### src/rtl/core/assert_macros.svh
// ----------------------------------------------------------------------------
// assert_macros.svh
// assertion helpers shared by the divider rtl
// ----------------------------------------------------------------------------
`ifndef ASSERT_MACROS_SVH
`define ASSERT_MACROS_SVH

`ifndef NO_ASSERTIONS
// clocked check, quiet while reset is low
`define SDIV_ASSERT(lbl, clk, rst_n, prop) \
    lbl: assert property (@(posedge clk) disable iff (!rst_n) prop) \
        else $error("sdiv assertion failed");
// clocked check that also holds during reset
`define SDIV_ASSERT_ALWAYS(lbl, clk, prop) \
    lbl: assert property (@(posedge clk) prop) \
        else $error("sdiv assertion failed");
`else
`define SDIV_ASSERT(lbl, clk, rst_n, prop)
`define SDIV_ASSERT_ALWAYS(lbl, clk, prop)
`endif

`endif

### src/rtl/core/sdiv_pkg.sv
// ----------------------------------------------------------------------------
// sdiv_pkg
// widths and shared types of the signed divider
// ----------------------------------------------------------------------------
`default_nettype none

package sdiv_pkg;

    // operand width used inside the divider (8 to 64)
    localparam int unsigned WIDTH   = 64;
    // width of the payload fields on the ports
    localparam int unsigned FIELD_W = 64;
    // iteration counter width, counts WIDTH-1 down to 0
    localparam int unsigned CNT_W   = $clog2(WIDTH);

    typedef logic [WIDTH-1:0]   t_mag;
    typedef logic [FIELD_W-1:0] t_field;

    // status of the divide unit toward the sequencer
    typedef struct packed {
        logic busy;
        logic done;
    } t_unit_stat;

endpackage

`default_nettype wire

### src/rtl/core/sdiv_unit.sv
// ----------------------------------------------------------------------------
// sdiv_unit
// radix-2 restoring divider on unsigned magnitudes, one quotient bit a cycle
// ----------------------------------------------------------------------------
`default_nettype none
`include "assert_macros.svh"

module sdiv_unit import sdiv_pkg::*; (
    input  wire logic       i_clk,
    input  wire logic       i_rst_n,
    input  wire logic       i_start,
    input  wire logic       i_ack,
    input  wire t_mag       i_num,
    input  wire t_mag       i_den,
    output t_unit_stat      o_stat,
    output t_mag            o_quo,
    output t_mag            o_rem
);

    logic             r_run, n_run;
    logic             r_done, n_done;
    logic [CNT_W-1:0] r_cnt, n_cnt;
    t_mag             r_quo, n_quo;
    t_mag             r_rem, n_rem;
    t_mag             r_den, n_den;

    t_mag             shifted;
    logic [WIDTH:0]   diff;

    // remainder stays below the divisor, which is below 2^(WIDTH-1)
    assign shifted = {r_rem[WIDTH-2:0], r_quo[WIDTH-1]};
    assign diff    = {1'b0, shifted} - {1'b0, r_den};

    always_comb begin
        n_run  = r_run;
        n_done = r_done;
        n_cnt  = r_cnt;
        n_quo  = r_quo;
        n_rem  = r_rem;
        n_den  = r_den;
        if (i_start) begin
            n_run  = 1'b1;
            n_done = 1'b0;
            n_cnt  = CNT_W'(WIDTH - 1);
            n_quo  = i_num;
            n_rem  = '0;
            n_den  = i_den;
        end else if (r_run) begin
            n_rem = diff[WIDTH] ? shifted : diff[WIDTH-1:0];
            n_quo = {r_quo[WIDTH-2:0], ~diff[WIDTH]};
            n_cnt = r_cnt - 1'b1;
            if (r_cnt == '0) begin
                n_run  = 1'b0;
                n_done = 1'b1;
            end
        end else if (i_ack) begin
            n_done = 1'b0;
        end
    end

    always_ff @(posedge i_clk) begin
        if (!i_rst_n) begin
            r_run  <= 1'b0;
            r_done <= 1'b0;
            r_cnt  <= '0;
        end else begin
            r_run  <= n_run;
            r_done <= n_done;
            r_cnt  <= n_cnt;
        end
        r_quo <= n_quo;
        r_rem <= n_rem;
        r_den <= n_den;
    end

    assign o_stat.busy = r_run;
    assign o_stat.done = r_done;
    assign o_quo       = r_quo;
    assign o_rem       = r_rem;

    `SDIV_ASSERT_ALWAYS(a_run_done_excl, i_clk, !i_rst_n || !(r_run && r_done))
    `SDIV_ASSERT(a_start_when_free, i_clk, i_rst_n, i_start |-> !r_run)
    `SDIV_ASSERT(a_finish_sets_done, i_clk, i_rst_n,
        (r_run && r_cnt == '0 && !i_start) |=> (r_done && !r_run))
    `SDIV_ASSERT(a_rem_below_den, i_clk, i_rst_n, r_done |-> (r_rem < r_den))

endmodule

`default_nettype wire

### config.mk
export PLATFORM = sky130hd
export DESIGN_NAME = sdiv_unit
export DESIGN_NICKNAME = d
export VERILOG_FILES = /design/src/rtl/core/sdiv_pkg.sv /design/src/rtl/core/sdiv_unit.sv
export VERILOG_INCLUDE_DIRS = /design/src /design/src/rtl/core
export SDC_FILE = /design/constraint.sdc
export NUM_CORES = 1
export LEC_CHECK = 0
export BUFFER_PORTS_ARGS = -buffer_cell sky130_fd_sc_hd__buf_2
export CAP_MARGIN = 10
export CORE_UTILIZATION = 56
export CTS_BUF_LIST = sky130_fd_sc_hd__clkbuf_8
export CTS_CLUSTER_SIZE = 30
export DETAILED_ROUTE_END_ITERATION = 10
export GPL_ROUTABILITY_DRIVEN = 0
export PLACE_DENSITY_LB_ADDON = 0.1
export SLEW_MARGIN = 20
export SYNTH_ARGS = -nofsm -noshare
export SYNTH_HDL_FRONTEND = slang
export SYNTH_SLANG_ARGS = --single-unit
export TNS_END_PERCENT = 30
### constraint.sdc
create_clock -name i_clk -period 3.9 [get_ports i_clk]
set_input_delay 0.78 -clock i_clk [delete_from_list [all_inputs] [get_ports i_clk]]
set_output_delay 0.78 -clock i_clk [all_outputs]
set_load 0.1 [all_outputs]
==> metrics.cfg <==
[run_status]
status = completed

[routing]
wl_per_cell_um = 17.0
viasPerCell = 5.75
drc = 0
drtPass1Iterations = 5
ant_nets = 0
vias = 10100
drt_iter0_drc = 675
routed_wl_mm = 30.0

[timing]
fin_skew_ns = 0.0227
finalCritPeriodShare = 0.893
tightest_slew_ns = 0.956
clock.fmax_mhz = 287
hold_violations = 0
tns_ns = 0
setup_viol = 0
drv_slew = 0
slew_headroom = 0.363
rsz0062_at_grt = no
finalWorstSetupSlack_ns = 0.418
period_needed_ns = 3.48

[finish]
fin_util = 0.654
antenna_cells = 0
area_delta_synth_final_pct = 14.7
fin_cells = 1766
drive_above_1_share = 0.296
fin_area_um2 = 14300
nNetsFinal = 1672

[logic_synthesis]
synthesis.nets = 1450
postSynthAreaPerCell_um2 = 9.94
yosys.area.top_type = edfxtp_1
async_flop_share = 0
yosysWarningCount = 0
netlist.area_leader.share = 0.309
ys_top_cells_by_count = nand2_1 (156), edfxtp_1 (128), nor2_1 (97)
synthFlopType = edfxtp_1
synth_area_leaders = edfxtp_1 (31%), dfxtp_1 (12%), ha_1 (6.6%)
ys_ff_latch = 200
yosysSeqAreaShare = 0.425
synth.most_common_cell = nand2_1
syn-instance-count = 1251
syn-cell-area_um2 = 12400
synth_cell_type_count = 83
synth_edf_count = 128

[clock_tree]
hold_buffers = 0
cts.repair.resized = 0
cts-root-buf = clkbuf_8
cts-htree-levels = 4
cts_buffers = 17
post_cts_buffers = 0
clock_path_buffers = 2
path_clk_slew_ns = 0.12
cts_tree = done
cts_sinks = 200
clk_latency_ns = 0.49

[floorplan]
die_h_um = 151
die_w_um = 151
ios = 262
fp-row-count = 54
core-area_um2 = 21800
start_util = 0.570
dieArea_um2 = 22800

[setup_path]
critPathKind = flip-flop to flip-flop
crit_fanout = 20
arrival_ns = 3.87
required_ns = 4.29
cp-start-kind = flip-flop
worst_setup_path_end_kind = flip-flop

[min_path]
hold_path.class = primary input to flip-flop

[power_and_ir_drop]
p_leak_nw = 6.15
clkPwrFrac = 0.217
p_seq_frac = 0.410
worst_ir_drop_vdd_v = 0.000302
p_comb_frac = 0.373
power_density_nw_per_um2 = 441
intPower_mw = 3.58
switchingPower_mw = 2.71
swShare = 0.431

[place]
post_dp_cell_area_um2 = 13900
place_inst = 1734
post-place-ws_ns = 0.502
place_hpwl_mm = 22.2
io_buffer_count = 261

[job]
cap_violations = 0

[global_route]
grt_pass1_vias = 9412
grt_pass1_wl_mm = 47.3
grt_max_degree = 92
antenna_found_initial = 0
grt_use_total = 0.263
grt-ovfl-total = 0

per-stage QoR:
stage / power, mW / hold WS [ns]
2_1_floorplan: 4.52 / 0.552
3_3_place_gp: 4.93 / 0.482
3_5_place_dp: 4.96 / 0.498
4_1_cts: 6.33 / 0.427
5_1_grt: 6.60 / 0.412
6_report: 6.29 / 0.458
critical path: stages, from the launching register on:
cell      delay, ns
edfxtp_1       0.39
inv_1          0.06
ha_1           0.22
fa_1           0.39
nand2b_1       0.18
a21oi_1        0.26
o21ai_2        0.13
o21ai_1        0.25
a21oi_4        0.15
a211oi_4       0.35
o211ai_4       0.16
nand2_2        0.11
buf_4          0.29
nand2_1        0.15
a311oi_2       0.28
registers in the layout, summed over array words and instances (netlist names):
name,cells
r_cnt,6
o_rem,64
o_quo,64
r_run,1
r_done,1
r_den,64
area by class of cell:
class	count	area [um^2]
flip-flops and latches	200	5290
repair buffers	270	1410
inverters	85	319
multi-input cells	899	6480
clock buffers	17	234
clock inverters	15	178
well taps	280	350
fillers	1890	7560
layer usage:
| layer | part of all wire | track usage |
|---|---|---|
| met2 | 0.48 | 0.422 |
| met3 | 0.064 | 0.0512 |
| met1 | 0.45 | 0.361 |
| met5 | 0 | 0 |
| met4 | 0.015 | 0.0710 |
power groups by stage:
stage               sequential (mW)  combinational, mW  clock (mW)
global route                   2.61               2.50        1.49
finish                         2.58               2.35        1.37
CTS                            2.58               2.34        1.41
global placement               2.62               2.31           0
detailed placement             2.63               2.33           0
floorplan                      3.47               1.05           0
placed cells by master (no fill, tap or decap), drive strengths merged, types with 11 or more instances in the layout:
master / Yosys / final
dfxtp: 72 / 72
ha: 66 / 66
nand2b: 17 / 17
nor3: 13 / 13
nand3: 13 / 13
buf: 25 / 269
a21o: 40 / 40
mux2: 65 / 65
a311oi: 45 / 45
o21ai: 60 / 60
xor2: 17 / 17
edfxtp: 128 / 128
a211oi: 11 / 11
clkbuf: 42 / 18
nand4: 17 / 17
nand2: 157 / 157
inv: 85 / 91
o21bai: 12 / 12
a31oi: 17 / 17
a21oi: 99 / 99
nor2: 98 / 98
xnor2: 46 / 46
o21a: 12 / 12
nor2b: 12 / 12
logic make-up after synthesis:
family / after synthesis / share of synthesized area
buf+inv: 152 / 0.0535
flops: 200 / 0.425
compound gates: 341 / 0.210
simple gates: 354 / 0.132
fa+ha+maj: 67 / 0.0680
mux: 74 / 0.0661
xor+xnor: 63 / 0.0444
path summary, 6_finish.rpt:
| kind | endpoint | slack [ns] | from | cells after the start |
|---|---|---|---|---|
| worst min register to register | o_rem[11] | 0.51 | o_rem[11] | 2 |
| worst max-delay path | o_rem[14] | 0.42 | o_quo[63] | 14 |
| worst max register to register | o_rem[14] | 0.42 | o_quo[63] | 14 |
| worst min-delay path | r_den[27] | 0.46 | i_den[27] | 1 |
Note: power is estimated with default switching activity, not from simulation.
